File: config.mk
export PLATFORM = sky130hd
export DESIGN_NAME = integer_to_ascii_formatter
export DESIGN_NICKNAME = d
export VERILOG_FILES = /design/src/sv/itaf_pkg.sv /design/src/sv/itaf_dabble.sv /design/src/sv/itaf_emit.sv /design/src/sv/integer_to_ascii_formatter.sv
export VERILOG_INCLUDE_DIRS = /design/src /design/src/sv
export SDC_FILE = /design/constraint.sdc
export NUM_CORES = 1
export LEC_CHECK = 0
export BUFFER_PORTS_ARGS = -buffer_cell sky130_fd_sc_hd__buf_4
export CAP_MARGIN = 20
export CORE_UTILIZATION = 25
export DETAILED_ROUTE_END_ITERATION = 7
export SLEW_MARGIN = 25
export SYNTH_ARGS = -nofsm -noshare
export SYNTH_HDL_FRONTEND = slang
export SYNTH_SLANG_ARGS = --single-unit
File: constraint.sdc
create_clock -name aclk -period 8.8 [get_ports aclk]
set_input_delay 1.32 -clock aclk [delete_from_list [all_inputs] [get_ports aclk]]
set_output_delay 1.32 -clock aclk [all_outputs]
set_load 0.01 [all_outputs]
File: src/sv/integer_to_ascii_formatter_macros.svh
// Assertion helpers used by the top-level formatter.
`ifndef INTEGER_TO_ASCII_FORMATTER_MACROS_SVH
`define INTEGER_TO_ASCII_FORMATTER_MACROS_SVH

// Same-cycle implication, checked out of reset.
`define ITAF_ASSERT_NOW(label, ante, cons, msg) \
    label: assert property (@(posedge aclk) disable iff (!aresetn) (ante) |-> (cons)) \
        else $error(msg);

// Next-cycle implication, checked out of reset.
`define ITAF_ASSERT_NEXT(label, ante, cons, msg) \
    label: assert property (@(posedge aclk) disable iff (!aresetn) (ante) |=> (cons)) \
        else $error(msg);

`endif

File: src/sv/itaf_pkg.sv
package itaf_pkg;

    localparam int VALUE_W    = 64;
    localparam int DEC_BITS   = 32;
    localparam int DEC_DIGITS = 10;
    localparam int BCD_W      = 4 * DEC_DIGITS;
    localparam int HEX_DIGITS = VALUE_W / 4;
    localparam int CNT_W      = $clog2(HEX_DIGITS + 1);
    localparam int DAB_CNT_W  = $clog2(DEC_BITS);

    localparam logic [7:0] ASCII_NUL   = 8'h00;
    localparam logic [7:0] ASCII_ZERO  = 8'h30;
    localparam logic [7:0] ASCII_MINUS = 8'h2d;
    localparam logic [7:0] ASCII_LA    = 8'h61;
    localparam logic [7:0] ASCII_UA    = 8'h41;

    typedef enum logic [1:0] {
        KIND_SDEC = 2'd0,
        KIND_UDEC = 2'd1,
        KIND_LHEX = 2'd2,
        KIND_UHEX = 2'd3
    } itaf_kind_t;

    // Load request from the control sequencer to the character emitter.
    typedef struct packed {
        logic                 load;
        logic [VALUE_W-1:0]   digits;   // left aligned, one nibble per digit
        logic [CNT_W-1:0]     count;
        logic                 upper;
        logic                 negative;
        logic                 empty;
    } itaf_load_t;

    function automatic logic [7:0] digit_char(input logic [3:0] nib, input logic upper);
        logic [7:0] base;
        if (nib < 4'd10) begin
            digit_char = ASCII_ZERO + {4'b0, nib};
        end else begin
            base       = upper ? ASCII_UA : ASCII_LA;
            digit_char = base + {4'b0, nib} - 8'd10;
        end
    endfunction

endpackage

File: src/sv/itaf_dabble.sv
module itaf_dabble
    import itaf_pkg::*;
(
    input  logic                aclk,
    input  logic                aresetn,
    input  logic                start,
    input  logic [DEC_BITS-1:0] bin_in,
    output logic                done,
    output logic [BCD_W-1:0]    bcd
);

    logic                 busy_reg, busy_next;
    logic                 done_reg, done_next;
    logic [DAB_CNT_W-1:0] cnt_reg, cnt_next;
    logic [DEC_BITS-1:0]  bin_reg, bin_next;
    logic [BCD_W-1:0]     bcd_reg, bcd_next;
    logic [BCD_W-1:0]     corr;

    // add-3 on every digit of 5 or more, digits independent
    always_comb begin
        for (int i = 0; i < DEC_DIGITS; i++) begin
            if (bcd_reg[4*i +: 4] >= 4'd5) begin
                corr[4*i +: 4] = bcd_reg[4*i +: 4] + 4'd3;
            end else begin
                corr[4*i +: 4] = bcd_reg[4*i +: 4];
            end
        end
    end

    always_comb begin
        busy_next = busy_reg;
        done_next = 1'b0;
        cnt_next  = cnt_reg;
        bin_next  = bin_reg;
        bcd_next  = bcd_reg;
        if (start) begin
            busy_next = 1'b1;
            cnt_next  = '0;
            bin_next  = bin_in;
            bcd_next  = '0;
        end else if (busy_reg) begin
            bcd_next = {corr[BCD_W-2:0], bin_reg[DEC_BITS-1]};
            bin_next = {bin_reg[DEC_BITS-2:0], 1'b0};
            cnt_next = cnt_reg + DAB_CNT_W'(1);
            if (cnt_reg == DAB_CNT_W'(DEC_BITS - 1)) begin
                busy_next = 1'b0;
                done_next = 1'b1;
            end
        end
    end

    always_ff @(posedge aclk) begin
        if (!aresetn) begin
            busy_reg <= 1'b0;
            done_reg <= 1'b0;
            cnt_reg  <= '0;
        end else begin
            busy_reg <= busy_next;
            done_reg <= done_next;
            cnt_reg  <= cnt_next;
        end
        bin_reg <= bin_next;
        bcd_reg <= bcd_next;
    end

    assign done = done_reg;
    assign bcd  = bcd_reg;

endmodule

File: src/sv/itaf_emit.sv
module itaf_emit
    import itaf_pkg::*;
(
    input  logic       aclk,
    input  logic       aresetn,
    input  itaf_load_t ld,
    output logic       busy,
    output logic       m_tvalid,
    input  logic       m_tready,
    output logic [7:0] m_tdata,
    output logic       m_tlast,
    output logic [0:0] m_tuser
);

    typedef enum logic [1:0] {E_IDLE, E_SKIP, E_OUT} phase_t;

    phase_t               phase_reg, phase_next;
    logic [VALUE_W-1:0]   digits_reg, digits_next;
    logic [CNT_W-1:0]     cnt_reg, cnt_next;
    logic                 upper_reg, upper_next;
    logic                 neg_reg, neg_next;
    logic                 empty_reg, empty_next;
    logic                 valid_reg, valid_next;
    logic [7:0]           data_reg, data_next;
    logic                 last_reg, last_next;
    logic                 eflag_reg, eflag_next;
    logic [3:0]           top_nib;
    logic                 out_free;

    assign top_nib  = digits_reg[VALUE_W-1 -: 4];
    assign out_free = !valid_reg || m_tready;

    always_comb begin
        phase_next  = phase_reg;
        digits_next = digits_reg;
        cnt_next    = cnt_reg;
        upper_next  = upper_reg;
        neg_next    = neg_reg;
        empty_next  = empty_reg;
        valid_next  = valid_reg;
        data_next   = data_reg;
        last_next   = last_reg;
        eflag_next  = eflag_reg;
        if (valid_reg && m_tready) begin
            valid_next = 1'b0;
        end
        unique case (phase_reg)
            E_IDLE: begin
                if (ld.load) begin
                    digits_next = ld.digits;
                    cnt_next    = ld.empty ? CNT_W'(1) : ld.count;
                    upper_next  = ld.upper;
                    neg_next    = ld.negative;
                    empty_next  = ld.empty;
                    phase_next  = ld.empty ? E_OUT : E_SKIP;
                end
            end
            E_SKIP: begin
                // drop leading zeros, one nibble a cycle, keep at least one digit
                if (cnt_reg > CNT_W'(1) && top_nib == 4'd0) begin
                    digits_next = {digits_reg[VALUE_W-5:0], 4'b0};
                    cnt_next    = cnt_reg - CNT_W'(1);
                end else begin
                    phase_next = E_OUT;
                end
            end
            E_OUT: begin
                if (out_free) begin
                    valid_next = 1'b1;
                    if (neg_reg) begin
                        data_next  = ASCII_MINUS;
                        last_next  = 1'b0;
                        eflag_next = 1'b0;
                        neg_next   = 1'b0;
                    end else begin
                        data_next   = empty_reg ? ASCII_NUL : digit_char(top_nib, upper_reg);
                        last_next   = (cnt_reg == CNT_W'(1));
                        eflag_next  = empty_reg;
                        digits_next = {digits_reg[VALUE_W-5:0], 4'b0};
                        cnt_next    = cnt_reg - CNT_W'(1);
                        if (cnt_reg == CNT_W'(1)) begin
                            phase_next = E_IDLE;
                        end
                    end
                end
            end
            default: phase_next = E_IDLE;
        endcase
    end

    always_ff @(posedge aclk) begin
        if (!aresetn) begin
            phase_reg <= E_IDLE;
            valid_reg <= 1'b0;
        end else begin
            phase_reg <= phase_next;
            valid_reg <= valid_next;
        end
        digits_reg <= digits_next;
        cnt_reg    <= cnt_next;
        upper_reg  <= upper_next;
        neg_reg    <= neg_next;
        empty_reg  <= empty_next;
        data_reg   <= data_next;
        last_reg   <= last_next;
        eflag_reg  <= eflag_next;
    end

    assign busy       = (phase_reg != E_IDLE);
    assign m_tvalid   = valid_reg;
    assign m_tdata    = data_reg;
    assign m_tlast    = last_reg;
    assign m_tuser[0] = eflag_reg;

endmodule

File: src/sv/integer_to_ascii_formatter.sv
// Integer to ASCII formatter.
// Slave channel (s_*): one item per number. s_tdata carries the value (decimal: bits 31:0),
// s_tuser the kind (signed/unsigned dec, lower/upper hex) and the hex zero-suppress flag.
// Master channel (m_*): one item per character, most significant first, minus sign ahead of a
// negative signed decimal; m_tlast marks the final character, m_tuser flags a suppressed hex
// zero (a single NUL item).
// Timing: an item is taken when s_tvalid and s_tready are high; s_tready then stays low until
// the cycle after the last character has gone into the output register. Decimal items run the
// shared shift/add-3 unit and then load the emitter; the emitter strips leading zeros one
// nibble a cycle, then switches to output and sends one character a cycle while m_tready is
// high. Stripped nibbles plus characters come to 11 at most for decimal (minus sign included)
// and 16 for hex, which skips the converter and loads the emitter at once. The spacing from
// one item to the next is set by the 32-step converter loop and the nibble-a-cycle emitter.
// A stall on m_tready halts the emitter's output phase; the output register holds its item.
// The next number may be accepted while the last character of the previous one still waits.
// Reset (aresetn low, synchronous) empties the output register and returns to idle.
`include "integer_to_ascii_formatter_macros.svh"

module integer_to_ascii_formatter
    import itaf_pkg::*;
(
    input  logic               aclk,
    input  logic               aresetn,
    input  logic               s_tvalid,
    output logic               s_tready,
    input  logic [VALUE_W-1:0] s_tdata,    // [63:0] value
    input  logic [2:0]         s_tuser,    // [1:0] kind, [2] suppress_zero
    output logic               m_tvalid,
    input  logic               m_tready,
    output logic [7:0]         m_tdata,    // [7:0] character
    output logic               m_tlast,
    output logic [0:0]         m_tuser     // [0] empty_res
);

    typedef enum logic [1:0] {S_IDLE, S_CONV, S_EMIT} state_t;

    state_t              state_reg, state_next;
    logic                neg_reg, neg_next;

    itaf_kind_t          kind;
    logic                suppress;
    logic [DEC_BITS-1:0] low;
    logic [DEC_BITS-1:0] mag;
    logic                is_neg;
    logic                accept;

    logic                dab_start;
    logic                dab_done;
    logic [BCD_W-1:0]    dab_bcd;
    logic                emit_busy;
    itaf_load_t          ld;

    assign kind     = itaf_kind_t'(s_tuser[1:0]);
    assign suppress = s_tuser[2];
    assign low      = s_tdata[DEC_BITS-1:0];
    assign is_neg   = (kind == KIND_SDEC) && low[DEC_BITS-1];
    // two's complement magnitude; the most negative value maps onto itself, which is right
    assign mag      = is_neg ? (~low + DEC_BITS'(1)) : low;
    assign s_tready = (state_reg == S_IDLE);
    assign accept   = s_tvalid && s_tready;

    always_comb begin
        state_next  = state_reg;
        neg_next    = neg_reg;
        dab_start   = 1'b0;
        ld          = '0;
        unique case (state_reg)
            S_IDLE: begin
                if (s_tvalid) begin
                    if (kind == KIND_SDEC || kind == KIND_UDEC) begin
                        dab_start  = 1'b1;
                        neg_next   = is_neg;
                        state_next = S_CONV;
                    end else begin
                        // hex: the nibbles are the digits already
                        ld.load    = 1'b1;
                        ld.digits  = s_tdata;
                        ld.count   = CNT_W'(HEX_DIGITS);
                        ld.upper   = (kind == KIND_UHEX);
                        ld.empty   = suppress && (s_tdata == '0);
                        state_next = S_EMIT;
                    end
                end
            end
            S_CONV: begin
                if (dab_done) begin
                    ld.load    = 1'b1;
                    ld.digits  = {dab_bcd, {(VALUE_W - BCD_W){1'b0}}};
                    ld.count   = CNT_W'(DEC_DIGITS);
                    ld.negative = neg_reg;
                    state_next = S_EMIT;
                end
            end
            S_EMIT: begin
                if (!emit_busy) begin
                    state_next = S_IDLE;
                end
            end
            default: state_next = S_IDLE;
        endcase
    end

    always_ff @(posedge aclk) begin
        if (!aresetn) begin
            state_reg <= S_IDLE;
            neg_reg   <= 1'b0;
        end else begin
            state_reg <= state_next;
            neg_reg   <= neg_next;
        end
    end

    // shared shift/add-3 converter for the decimal kinds
    itaf_dabble u_dabble (
        .aclk    (aclk),
        .aresetn (aresetn),
        .start   (dab_start),
        .bin_in  (mag),
        .done    (dab_done),
        .bcd     (dab_bcd)
    );

    // zero stripping, sign and character output register
    itaf_emit u_emit (
        .aclk     (aclk),
        .aresetn  (aresetn),
        .ld       (ld),
        .busy     (emit_busy),
        .m_tvalid (m_tvalid),
        .m_tready (m_tready),
        .m_tdata  (m_tdata),
        .m_tlast  (m_tlast),
        .m_tuser  (m_tuser)
    );

    // a taken number keeps the input closed for at least the next cycle
    `ITAF_ASSERT_NEXT(a_busy_after_accept, accept, !s_tready, "input open right after accept")
    // the converter only finishes while the sequencer waits for it
    `ITAF_ASSERT_NOW(a_done_in_conv, dab_done, state_reg == S_CONV, "converter done out of turn")
    // a suppressed zero is a lone NUL that closes the number
    `ITAF_ASSERT_NOW(a_empty_nul, m_tvalid && m_tuser[0], m_tlast && !(|m_tdata), "empty not NUL")

endmodule
After elaboration in Yosys (flattened, before gate mapping)

Index checks and enable logic that the tools add are counted.

Register bits after elaboration: 167

Add/subtract/negate cells: 16
$lt $le $gt $ge: 12
Equality and inequality tests: 17
Muxes and demuxes: 61
Bitwise gates (word level): 5
Reduce and logical (&&, ||, !) cells: 27

Operators by type and width:

| kind                    | number |
|---|---|
| $mux W64                | 4 |
| $pmux W64 S3            | 1 |
| $mux W71                | 2 |
| $pmux W70 S2            | 1 |
| $mux W32                | 3 |
| $mux W70                | 1 |
| $logic_not A64 Y1       | 1 |
| $ge A4 B3 Y1 const B    | 10 |
| $add A4 B2 Y4 const B   | 9 |
| $mux W4                 | 9 |
| $add A32 B1 Y32 const B | 1 |
| $not A32 Y32            | 1 |
| $mux W5                 | 5 |
| $mux W2                 | 10 |
| $mux W1                 | 17 |
| $pmux W5 S3             | 1 |
| $mux W6                 | 2 |
| $pmux W2 S3             | 2 |
| $ne A2 B2 Y1 const B    | 5 |
| $reduce_and A5 Y1       | 2 |
| $reduce_and A3 Y1       | 3 |
| $add A8 B4 Y8           | 1 |
| $mux W8                 | 1 |
| $ne A2 B1 Y1 const B    | 4 |
| other kinds (24)        | 42 |

Longest topological paths before layout

Depth in word-level cells: 8
Mapped depth: 7
Gate-level depth less buffers: 7

Hierarchy

From an unflattened synthesis, not the netlist that was laid out.

Cell total of the unflattened synthesis: 862
Area, all modules: 9494.1 µm²

Modules (own cells, without submodules):

| module                     | instances | cells each | area an instance (µm²) | seq. area each (µm²) |
|---|---|---|---|---|
| itaf_dabble                | 1         | 397        | 4070.2                 | 1901.8 |
| itaf_emit                  | 1         | 236        | 3802.4                 | 2492.4 |
| integer_to_ascii_formatter | 1         | 229        | 1621.6                 | 60.1 |

Worst setup path after synthesis

Ideal clock, no wire load.

Kind: in2reg
Start point: input s_tvalid
End point: register u_emit.cnt_reg[0] (enable)
Arrival: 8.522 ns
Slack: -0.388 ns
Stages on the path: 4
Buffers on the path: 1
Cells stage by stage: nor4bb_1 -> clkbuf_1 -> nor3_1 -> nor4_1

Word-level cells in the longest chain between the ends: 4

Ends and longest elaborated chain:

| item                               | RTL line                         | text |
|---|---|---|
| start: declaration                 | integer_to_ascii_formatter.sv:24 | `input logic s_tvalid,` |
| $mux W71                           | integer_to_ascii_formatter.sv:69 | `if (s_tvalid) begin` |
| $pmux W70 S2                       | integer_to_ascii_formatter.sv:67 | `unique case (state_reg)` |
| $ne A2 B2 Y1 (no source line)      | -                                |  |
| $reduce_and A5 Y1 (no source line) | -                                |  |
| end signal: assignment             | itaf_emit.sv:100                 | `cnt_reg <= cnt_next;` |
| end: declaration                   | itaf_emit.sv:19                  | `logic [CNT_W-1:0] cnt_reg, cnt_next;` |

Every way passes these cells.
A chain may end at the register's enable or synchronous reset.

Final worst setup path

Start point: input s_tvalid
End point: register u_dabble.bin_reg[4] (enable)

Word-level cells in the longest chain between the ends: 3

Ends and longest elaborated chain:

| item                                | RTL line                         | text |
|---|---|---|
| $mux W1                             | integer_to_ascii_formatter.sv:69 |  |
| $mux W1                             | integer_to_ascii_formatter.sv:67 |  |
| $reduce_bool A2 Y1 (no source line) | -                                |  |
| end signal: assignment              | itaf_dabble.sv:62                | `bin_reg <= bin_next;` |
| end: declaration                    | itaf_dabble.sv:15                | `logic [DEC_BITS-1:0] bin_reg, bin_next;` |

Every way passes these cells.

==> key figures <==
Global route
  • GR Util met3: 2.06%
  • Vias in the first global route: 6,486
  • Antenna violations before repair: 0
  • Met2 usage: 20.2%
  • All-layer global routing usage: 12.3%
  • GR Layer Usage met1: 16.0%
  • Gr busiest metal: met2
  • Largest net degree at the start of global routing: 94
  • Grt ovf: 0
  • Global-route wire length before repair: 34.7 mm

Power
  • Power Density: 263 nW/um2
  • Cell leakage power: 3.70 nW
  • VDD IR max: 0.205 mV

Yosys
  • Main synth FF type: edfxtp_1
  • Synth async-reset ratio: 0%
  • Most common cell in the netlist: nand2_1
  • Mapped cell area: 8780 um2
  • Top cell type by total area after synthesis: edfxtp_1
  • EDFF count, synth: 113
  • Top post-synthesis cells by area: edfxtp_1, dfxtp_1, nand2_1
  • Synth cell types: 53
  • Most instantiated cells after synthesis: nand2_1, edfxtp_1, o21ai_0
  • Sequential share of the synthesized area: 50.7%
  • Seq cells post-synth: 166
  • Yosys Warn Count: 0
  • Synth Instances: 907
  • Synth top area share: 38.6%
  • Mapped Nets: 1,009
  • Avg Cell Area, Syn: 9.68 um2

Worst setup path
  • CP required: 8.92 ns
  • CP Launch Type: input pin
  • Slowest stage cell, crit path: nand2_1
  • Crit-path max FO: 62
  • Worst Path Class, Setup: input pin to flop
  • CP Launch Point: s_tvalid
  • CP Depth: 5
  • Crit. End Element: flop
  • Worst R2R Start: state_reg[1]
  • Worst reg2reg path depth: 4
  • CP max stage delay: 0.69 ns
  • CP Cell Sequence: buf_4, nor3b_1, nand2b_4, nand2_1, buf_4
  • Family with the most delay on the worst path: simple AND/OR/NAND/NOR gates
  • Buf+Inv Stages, Crit Path: 2
  • Most numerous cell on the critical path: buf_4
  • Critical Path AT: 3.53 ns

Drt
  • DR vias/cell: 4.64
  • Routed Antenna Nets: 0
  • Initial DRC count: 448
  • Drt first pass iters: 5
  • Routed wire per std cell: 15.1 um
  • Total Wirelength: 21.6 mm
  • Vias after detailed routing: 6,648
  • DRC Markers: 0

Clock tree
  • Hold_buf cts: 0
  • Clock Path Buffers: 2
  • CTS Buf Count: 17
  • Setup Buffers After CTS: 0
  • # H-tree levels: 4
  • Clock tree sinks: 166
  • Clock Latency Late Sink: 0.43 ns
  • Clock transition at path regs: 0.07 ns
  • CTS tree: built
  • Clk Tree Root Cell: clkbuf_16
  • CTS-repair resized insts: 0

STA
  • Max Fclk: 293 MHz
  • Min Tclk post-route: 3.41 ns
  • Final hold vios: 0
  • Setup Skew: 0.00887 ns
  • Period utilization: 38.7%
  • RSZ-0062 raised after global routing: false
  • Setup violators final: 0
  • Setup Total Neg Slack: 0 ns
  • Slew Viols, Final: 0
  • Worst rel slew slack: 34.8%
  • Worst Tran Pin Value: 0.977 ns
  • Final WS setup: 5.39 ns

Place
  • Total placed cells including tap cells: 1,400
  • Port bufs: 81
  • Gpl congestion: 0.803
  • DP HPWL: 15.2 mm
  • Setup WS pre-CTS: 4.66 ns
  • DP Area: 9880 um2

Die
  • Row cnt: 68
  • Die X: 189 um
  • DIE AREA: 35,900 um2
  • IO Pins: 83
  • Initial Utilization: 25.4%
  • Die H: 189 um
  • Core ar.: 34,500 um2

Run status
  • Status: complete, no violations

Layout
  • Synth-to-layout area growth: 18.9%
  • Fraction of layout cells with a size suffix above 1: 14.0%
  • Antenna cells: 0
  • Fillers: 3,662
  • Max reg flops: 64
  • Finished Cell Area: 10,400 um2
  • Final Util: 30.2%
  • Final nets: 1,066
  • Finished Layout Cells: 1,432

Min path
  • Min-delay src: u_dabble.bcd[39]
  • Hold Path Depth: 2
  • Hold Crit Class: flop to flop

Job
  • Number of max-cap violations: 0
[cells by family (layout without fill, tap and decap cells)]
group           after synthesis  in the layout  share of synthesized area, %
fa+ha+maj                    31             31                          4.42
mux                          25             25                          2.86
flops                       166            166                          50.7
simple gates                296            296                          16.1
buf+inv                      88            158                          3.80
xor+xnor                     51             51                          5.09
other cells                   1              1                        0.0427
compound gates              249            249                          17.0
[path summary, 6_finish.rpt]
| kind | end | slack [ns] |
|---|---|---|
| worst min-delay path | u_dabble.bcd[39] | 0.48 |
| worst max-delay path | u_dabble.bin_reg[4] | 5.39 |
| worst max register to register | u_dabble.bin_reg[4] | 5.93 |
| worst min register to register | u_dabble.bcd[39] | 0.48 |
[cell type report]
| type | count | area, um2 | share of cell area, % |
|---|---|---|---|
| clock buffers | 17 | 425 | 4.07 |
| clock inverters | 15 | 131 | 1.26 |
| inverters | 35 | 131 | 1.26 |
| multi-input cells | 653 | 4050 | 38.7 |
| flip-flops and latches | 166 | 4460 | 42.7 |
| well taps | 455 | 569 | 5.45 |
| repair buffers | 91 | 683 | 6.54 |
[power breakdown]
group          total (mW)  leakage, nW  internal, mW  switching [mW]
Combinational       0.760         1.92         0.252           0.508
Sequential           1.28         1.53          1.18          0.0934
Clock               0.711        0.252         0.390           0.321
[routing by layer]
layer	wire length, um	up-vias
met4	297	0
met1	10200	3165
met5	0	-
li1	-	3373
met3	705	20
met2	10300	90
[cell usage in the layout, fill, tap and decap left out, drive strengths merged, types with 10 or more instances in the layout]
master / netlist / layout
buf: 1 / 91
o31ai: 12 / 12
a21oi: 42 / 42
xor2: 17 / 17
inv: 35 / 38
o21ai: 109 / 109
nand2: 149 / 149
nor2: 46 / 46
a22oi: 40 / 40
nor3: 12 / 12
clkbuf: 52 / 17
xnor2: 34 / 34
nand2b: 11 / 11
mux2i: 24 / 24
edfxtp: 113 / 113
dfxtp: 53 / 53
a31oi: 10 / 10
ha: 31 / 31
nor4: 13 / 13
nand3: 19 / 19
[through the flow]
step           total power, mW  hold WS [ns]
2_1_floorplan             1.82         0.439
3_3_place_gp              2.05         0.462
3_5_place_dp              2.06         0.471
4_1_cts                   2.78         0.484
5_1_grt                   2.93         0.504
6_report                  2.75         0.480
[worst reg2reg max path, stage by stage, from the launching register on]
cell and delay, ns:
dfxtp_1 0.40, nor3b_1 0.63, nand2b_4 0.46, nand2_1 0.70, buf_4 0.37
Note: power is estimated with default switching activity, not from simulation.
